**config.mk**
```make
export PLATFORM = sky130hd
export DESIGN_NAME = pgw_ctrl
export DESIGN_NICKNAME = d
export VERILOG_FILES = /design/src/pgw_pkg.sv /design/src/pgw_ctrl.sv
export SDC_FILE = /design/constraint.sdc
export NUM_CORES = 1
export LEC_CHECK = 0
export ABC_CLOCK_PERIOD_IN_PS = 1900
export BUFFER_PORTS_ARGS = -buffer_cell sky130_fd_sc_hd__buf_4
export CAP_MARGIN = 15
export CORE_AREA = 5 5 42 44
export CTS_CLUSTER_SIZE = 8
export DETAILED_ROUTE_END_ITERATION = 16
export DIE_AREA = 0 0 47 49
export PLACE_DENSITY = 0.59
export SLEW_MARGIN = 20
export SYNTH_ARGS = -nofsm -noshare
export SYNTH_HDL_FRONTEND = slang
export SYNTH_SLANG_ARGS = --single-unit
```
**constraint.sdc**
```tcl
create_clock -name clk_i -period 1.9 [get_ports clk_i]
set_input_delay 0.285 -clock clk_i [delete_from_list [all_inputs] [get_ports clk_i]]
set_output_delay 0.285 -clock clk_i [all_outputs]
set_load 0.02 [all_outputs]
```
**src/pgw_pkg.sv**
```systemverilog
package pgw_pkg;

  // Table memory depth in 64-bit words; must be a power of two (512 .. 1M).
  localparam int unsigned MemWords = 4096;
  localparam int unsigned AddrW    = $clog2(MemWords);

  localparam int unsigned EntryW  = 64;
  localparam int unsigned FrameW  = 40;
  localparam int unsigned VaW     = 48;
  localparam int unsigned PaW     = 52;
  localparam int unsigned WidxW   = 12;
  localparam int unsigned StatusW = 3;
  localparam int unsigned IdxW    = 9;
  localparam int unsigned OffW    = 12;
  localparam int unsigned LevelW  = 2;

  // frame field of an entry: bits 51..12
  localparam int unsigned FrameLsb = 12;
  localparam int unsigned FrameMsb = FrameLsb + FrameW - 1;

  localparam logic [LevelW-1:0] LastLevel = LevelW'(3);

  // item command codes
  localparam logic CmdWrite = 1'b0;
  localparam logic CmdWalk  = 1'b1;

  // walk status codes
  localparam logic [StatusW-1:0] StMapped   = StatusW'(0);
  localparam logic [StatusW-1:0] StNoRoot   = StatusW'(1);
  localparam logic [StatusW-1:0] StAbsentL4 = StatusW'(2);

  typedef enum logic [2:0] {
    S_CLEAR = 3'b001,
    S_IDLE  = 3'b010,
    S_WALK  = 3'b100
  } state_e;

  typedef enum logic [1:0] {
    RES_WRITE,
    RES_NOROOT,
    RES_ABSENT,
    RES_MAPPED
  } res_e;

  typedef struct packed {
    logic              accept;
    logic              clr_we;
    logic              item_we;
    logic              first_rd;
    logic              step_rd;
    logic [LevelW-1:0] rd_level;
    logic              load;
    res_e              res;
    logic [LevelW-1:0] level;
  } dp_cmd_t;

  typedef struct packed {
    logic is_walk;
    logic root_zero;
    logic present;
    logic clr_last;
  } dp_sts_t;

  // nine-bit table index of a virtual address for a given level (0 = top)
  function automatic logic [IdxW-1:0] level_index(input logic [VaW-1:0] va,
                                                  input logic [LevelW-1:0] level);
    logic [IdxW-1:0] idx;
    case (level)
      2'd0:    idx = va[47:39];
      2'd1:    idx = va[38:30];
      2'd2:    idx = va[29:21];
      default: idx = va[20:12];
    endcase
    return idx;
  endfunction

endpackage

```
**src/pgw_ctrl.sv**
```systemverilog
module pgw_ctrl (
  input  logic             clk_i,
  input  logic             rst_ni,
  input  logic             in_valid_i,
  output logic             in_ready_o,
  output logic             out_valid_o,
  input  logic             out_ready_i,
  input  pgw_pkg::dp_sts_t sts_i,
  output pgw_pkg::dp_cmd_t cmd_o
);

  pgw_pkg::state_e            state_q, state_d;
  logic [pgw_pkg::LevelW-1:0] level_q, level_d;
  logic                       out_valid_q, out_valid_d;
  logic                       out_free;

  always_ff @(posedge clk_i or negedge rst_ni) begin
    if (!rst_ni) begin
      state_q     <= pgw_pkg::S_CLEAR;
      level_q     <= '0;
      out_valid_q <= 1'b0;
    end else begin
      state_q     <= state_d;
      level_q     <= level_d;
      out_valid_q <= out_valid_d;
    end
  end

  // output slot free at this edge: empty, or its word leaves now
  assign out_free = !out_valid_q || out_ready_i;

  always_comb begin
    state_d  = state_q;
    level_d  = level_q;
    cmd_o    = '0;
    cmd_o.res   = pgw_pkg::RES_WRITE;
    cmd_o.level = level_q;
    in_ready_o  = 1'b0;
    case (state_q)
      pgw_pkg::S_CLEAR: begin
        cmd_o.clr_we = 1'b1;
        if (sts_i.clr_last) begin
          state_d = pgw_pkg::S_IDLE;
        end
      end
      pgw_pkg::S_IDLE: begin
        in_ready_o = out_free;
        if (in_valid_i && out_free) begin
          cmd_o.accept = 1'b1;
          if (!sts_i.is_walk) begin
            cmd_o.item_we = 1'b1;
            cmd_o.load    = 1'b1;
            cmd_o.res     = pgw_pkg::RES_WRITE;
          end else if (sts_i.root_zero) begin
            cmd_o.load = 1'b1;
            cmd_o.res  = pgw_pkg::RES_NOROOT;
          end else begin
            cmd_o.first_rd = 1'b1;
            cmd_o.rd_level = '0;
            level_d        = '0;
            state_d        = pgw_pkg::S_WALK;
          end
        end
      end
      pgw_pkg::S_WALK: begin
        if (!sts_i.present) begin
          if (out_free) begin
            cmd_o.load = 1'b1;
            cmd_o.res  = pgw_pkg::RES_ABSENT;
            state_d    = pgw_pkg::S_IDLE;
          end
        end else if (level_q != pgw_pkg::LastLevel) begin
          cmd_o.step_rd  = 1'b1;
          cmd_o.rd_level = level_q + pgw_pkg::LevelW'(1);
          level_d        = level_q + pgw_pkg::LevelW'(1);
        end else if (out_free) begin
          cmd_o.load = 1'b1;
          cmd_o.res  = pgw_pkg::RES_MAPPED;
          state_d    = pgw_pkg::S_IDLE;
        end
      end
      default: begin
        state_d = pgw_pkg::S_CLEAR;
      end
    endcase
  end

  always_comb begin
    if (cmd_o.load) begin
      out_valid_d = 1'b1;
    end else if (out_ready_i) begin
      out_valid_d = 1'b0;
    end else begin
      out_valid_d = out_valid_q;
    end
  end

  assign out_valid_o = out_valid_q;

  // a waiting result is never overwritten
  a_no_overwrite: assert property (@(posedge clk_i) disable iff (!rst_ni)
    (cmd_o.load && out_valid_q) |-> out_ready_i)
    else $error("result overwritten while waiting");

  // nothing is accepted during the clearing sweep
  a_clear_blocks: assert property (@(posedge clk_i) disable iff (!rst_ni)
    (state_q == pgw_pkg::S_CLEAR) |-> !cmd_o.accept)
    else $error("item accepted during clear");

  // a started walk begins at the top level
  a_walk_start: assert property (@(posedge clk_i) disable iff (!rst_ni)
    cmd_o.first_rd |=> (state_q == pgw_pkg::S_WALK && level_q == '0))
    else $error("walk did not start at top level");

  // a level step always follows a present entry and a read
  a_step_after_read: assert property (@(posedge clk_i) disable iff (!rst_ni)
    cmd_o.step_rd |-> ($past(cmd_o.first_rd) || $past(cmd_o.step_rd)))
    else $error("level step without preceding read");

endmodule

```
* Yosys cells after proc, flatten, opt, wreduce, memory -nomap -nowiden *
Cells that the tools add are included.

word-level totals
  input bits = 8
  bits in registers = 6
  word-level logic and storage cells = 58

cells by class
  add/subtract/negate cells = 1
  eq/ne operators = 11
  mux-type cells = 36
  reductions and logical operators = 7

operators with widths
  cell                                                  number
  two-way mux 3 bit                                     16
  two-way mux 2 bit                                     7
  inequality test 2 bit (second input constant)         7
  two-way mux 1 bit                                     10
  case mux 5 bit (2 select lines)                       1
  case mux 3 bit (3 select lines)                       1
  AND reduction 6 bit                                   1
  AND reduction 5 bit                                   1
  case mux 2 bit (2 select lines)                       1
  nonzero test 2 bit                                    2
  equality test 3 x 1 -> 1 bit (second input constant)  1
  equality test 3 x 2 -> 1 bit (second input constant)  1
  equality test 3 bit (second input constant)           1
  inequality test 3 bit (second input constant)         1
  adder 2 x 1 -> 2 bit (second input constant)          1
  logical AND 1 bit                                     1
  zero test 1 bit                                       1
  logical OR 1 bit                                      1

* Logic depth before layout (Yosys ltp) *
  depth in word-level cells = 7
  depth in mapped cells = 5
  gate-level depth less buffers = 4

* Least setup slack after synthesis *
OpenSTA, ideal clock, no wires.

  path type = register to output
  from = register level_q[0] (netlist bit)
  to = output cmd_o[4] (netlist bit)
  buffers on the path = 1
  slack = 146 ps
  stages on the path, launching flop included = 6
  data arrival time = 1469 ps
  cells stage by stage = dfrtp_1 -> ha_1 -> nand2b_1 -> and3_2 -> o21bai_1 -> buf_4

RTL lines
  what                      RTL line        RTL
  start: declaration        pgw_ctrl.sv:13  logic [pgw_pkg::LevelW-1:0] level_q, level_d;
  start signal: assignment  pgw_ctrl.sv:24  level_q <= level_d;
  end: declaration          pgw_ctrl.sv:9   output pgw_pkg::dp_cmd_t cmd_o

==> metrics.md <==
| Metric | Value |
|---|---|
| Status | finished clean |
| Vias | roughly 440 |
| # DRC | 0 |
| Hold violation total from the final report | 0 |
| Final GP Congestion | 0.7278 |
| Synth Register Bits | 6 |
| Mapped Area | 445.4 sq um |
| Cell family with most CP delay | simple AND/OR/NAND/NOR gates |
| Min-delay worst type | input port to flop |
| Critical-path top delay cell | dfrtp_1 |
| Syn nets | 57 |
| Area leader, netlist | dfrtp_1 |
| Min-delay src | in_valid_i |
| Post-Layout Inst Area | 684.4 sq um |
| Num CTS Buffers | 3 |
| Yosys cell types | 32 |
| Nets | 86 |
| Share of the synthesized area in the top cell type | 0.2809 |
| Final Hold Slack | 380.7 ps |
| Final slew viol count | 0 |
| Startpoint Class | flop |
| Worst Path Buf+Inv | 1 |
| Worst-Skew Late Latency | 240 ps |
| Total power | 0.0006760 W |
| Max Clock Freq | about 550 MHz |
| Slew headroom | 0.8264 |
| Final worst slack | roughly 78 ps |
| Seq/Total Area, Yosys | 0.3399 |
| DR pass1 iterations | 4 |
| CTS max path bufs | 2 |
| Area of the multi-input gates | 282.8 sq um |
| Core Rows | 14 |
| FILL cells | 152 |
| Mapped Cells | 48 |
| WL/cell | 11.71 microns |
| Vias per cell | 4.761 |
| RSZ-0062 raised after global routing | no |
| Clock Sinks | 6 |
| Setup crit start | level_q[1] |
| CTS tree | done |
| Slowest cell delay on critical path | 400 ps |
| Worst Tran Pin Value | 260.1 ps |
| Reg area | between 150 and 200 sq um |
| Port bufs | 21 |
| Reg-to-Reg Start | level_q[1] |
| CP Class | flop to output port |
| Dpl hpwl | 851.3 microns |
| Maximum fanout along the worst path | 4 |
| GRT Total Usage | 0.1027 |
| Antenna Diode Count | 0 |
| Top-Level Pins | 22 |
| Data arrival, critical path | around 1500 ps |
| Clock Pin Slew Worst Setup and Hold Paths | about 50 ps |
| Final clock period utilization by the worst path | 0.9589 |
| Area added between synthesis and finish | 53.65% |
| Yosys warns | 0 |
| Die H | 49 microns |
| 1st-iter DRT viols | 8 |
| DP Area | slightly above 600 sq um |
| Setup TNS | 0 ps |
| Chain of cells forming the critical path | ha_2 -> nand2b_1 -> and3_2 -> o21bai_1 -> buf_4 |
| Leakage | 0.3691 nW |
| WL final | about 1100 microns |
| CORE AREA | 1401 sq um |
| H-tree levels | 1 |
| Worst Setup End Kind | output port |
| Avg Cell Area, Syn | 9.280 sq um |
| EDFF count, synth | 0 |
| Worst slack at placement | 237.7 ps |
| VDD IR max | 0.4045 mV |
| WP data required | 1620 ps |
| Share of cells above drive strength 1 | 0.5132 |
| Pin count of the biggest net entering global routing | 9 |
| Global-route wire length before repair | 1780 microns |
| Count leader, synth | dfrtp_1 |
| Clock Root Buffer | clkbuf_4 |
| Worst clock skew | 6.076 ps |
| Synth area leaders | dfrtp_1, nor3b_4, dfstp_2, nand2_1, nor2_1 |
| Max Cap Violations | 0 |
| Total grt overflow | 0 |
| Total Die Area | 2303 sq um |
| Final setup viols | 0 |
| Crit path time final | 1822 ps |
| Antenna viol nets, final | 0 |
| Vias in the first global route | 440 |
| P per Cell Area | just under 1000 nW/um^2 |
| Starting Density | 0.3179 |
| List of most frequent post-synthesis cells | dfrtp_1, nand2_1, nor2_1, inv_1 |
| Asr flop ratio synth | 1.000 |
| Initial antenna violation count | 0 |
| Overall die width | about 47 microns |
| Synth Flop Type | dfrtp_1 |
==> logic make-up (layout without fill, tap and decap cells) <==
logic type | after synthesis | count (layout) | share of synthesized area
compound gates | 8 | 8 | 0.1348
fa+ha+maj | 1 | 1 | 0.02809
buf+inv | 4 | 32 | 0.04214
flops | 6 | 6 | 0.3399
mux | 1 | 1 | 0.02247
simple gates | 28 | 28 | 0.4326
==> timing repair <==
action,4_1_cts,5_1_grt
pin swaps,0,0
hold buffers,1,0
resized for setup,0,4
endpoints found under the setup margin,1,3
hold endpoints to repair,5,0
setup buffers,1,2
==> layer usage <==
layer	track usage	share of wire	vias to the layer above	wire [microns]
met5	0	0	-	0
met4	0.05530	0	0	0
met3	0.01476	0.054	0	58
met2	0.1425	0.47	13	509
met1	0.1477	0.47	198	509
li1	-	-	227	-
==> worst min-delay path: stages <==
cell	delay [ps]
buf_4	120
nand3_1	60
a211o_2	120
==> metrics by stage <==
stage / util / cells
2_1_floorplan: - / 48
3_3_place_gp: 0.4393 / 84
3_5_place_dp: 0.4393 / 84
4_1_cts: 0.4705 / 90
5_1_grt: 0.4884 / 92
6_report: 0.4884 / 92
==> report_power, final <==
part           internal (W)  switching, W  leakage [nW]  total (W)
clock network     0.0000794     0.0000441        0.0150   0.000124
logic              0.000163      0.000155         0.279   0.000318
registers          0.000175     0.0000593        0.0750   0.000235
total              0.000418      0.000258         0.369   0.000676
==> layout by cell type (no fill, tap or decap), drive strengths merged, types with 2 or more instances in the layout <==
| master | count |
|---|---|
| dfrtp | 5 |
| nand2b | 3 |
| nor3b | 3 |
| nand2 | 4 |
| and3 | 3 |
| nand3 | 2 |
| and2 | 2 |
| nor2 | 4 |
| buf | 24 |
| inv | 3 |
| o21ai | 2 |
| nand4 | 2 |
| clkbuf | 4 |
==> worst paths after layout <==
kind,to,slack [ps],cells past startpoint
max,cmd_o[4],80,5
min,state_q[1],380,3
max reg2reg,state_q[1],530,4
min reg2reg,level_q[1],550,1
max in group asynchronous,state_q[0],1300,2
min in group asynchronous,out_valid_o,390,2
==> registers in the layout, indices dropped and copies added (netlist names) <==
| signal | cells |
|---|---|
| state_q | 3 |
| level_q | 2 |
| out_valid_o | 1 |
==> final cells by class <==
type	count	share of cell area
Tap cell	16	0.02925
Timing Repair Buffer	25	0.2779
Sequential cell	6	0.2249
Inverter	3	0.01645
Multi-Input combinational cell	38	0.4132
Clock buffer	4	0.03839
No activity file was read; power rests on OpenSTA's default activity.
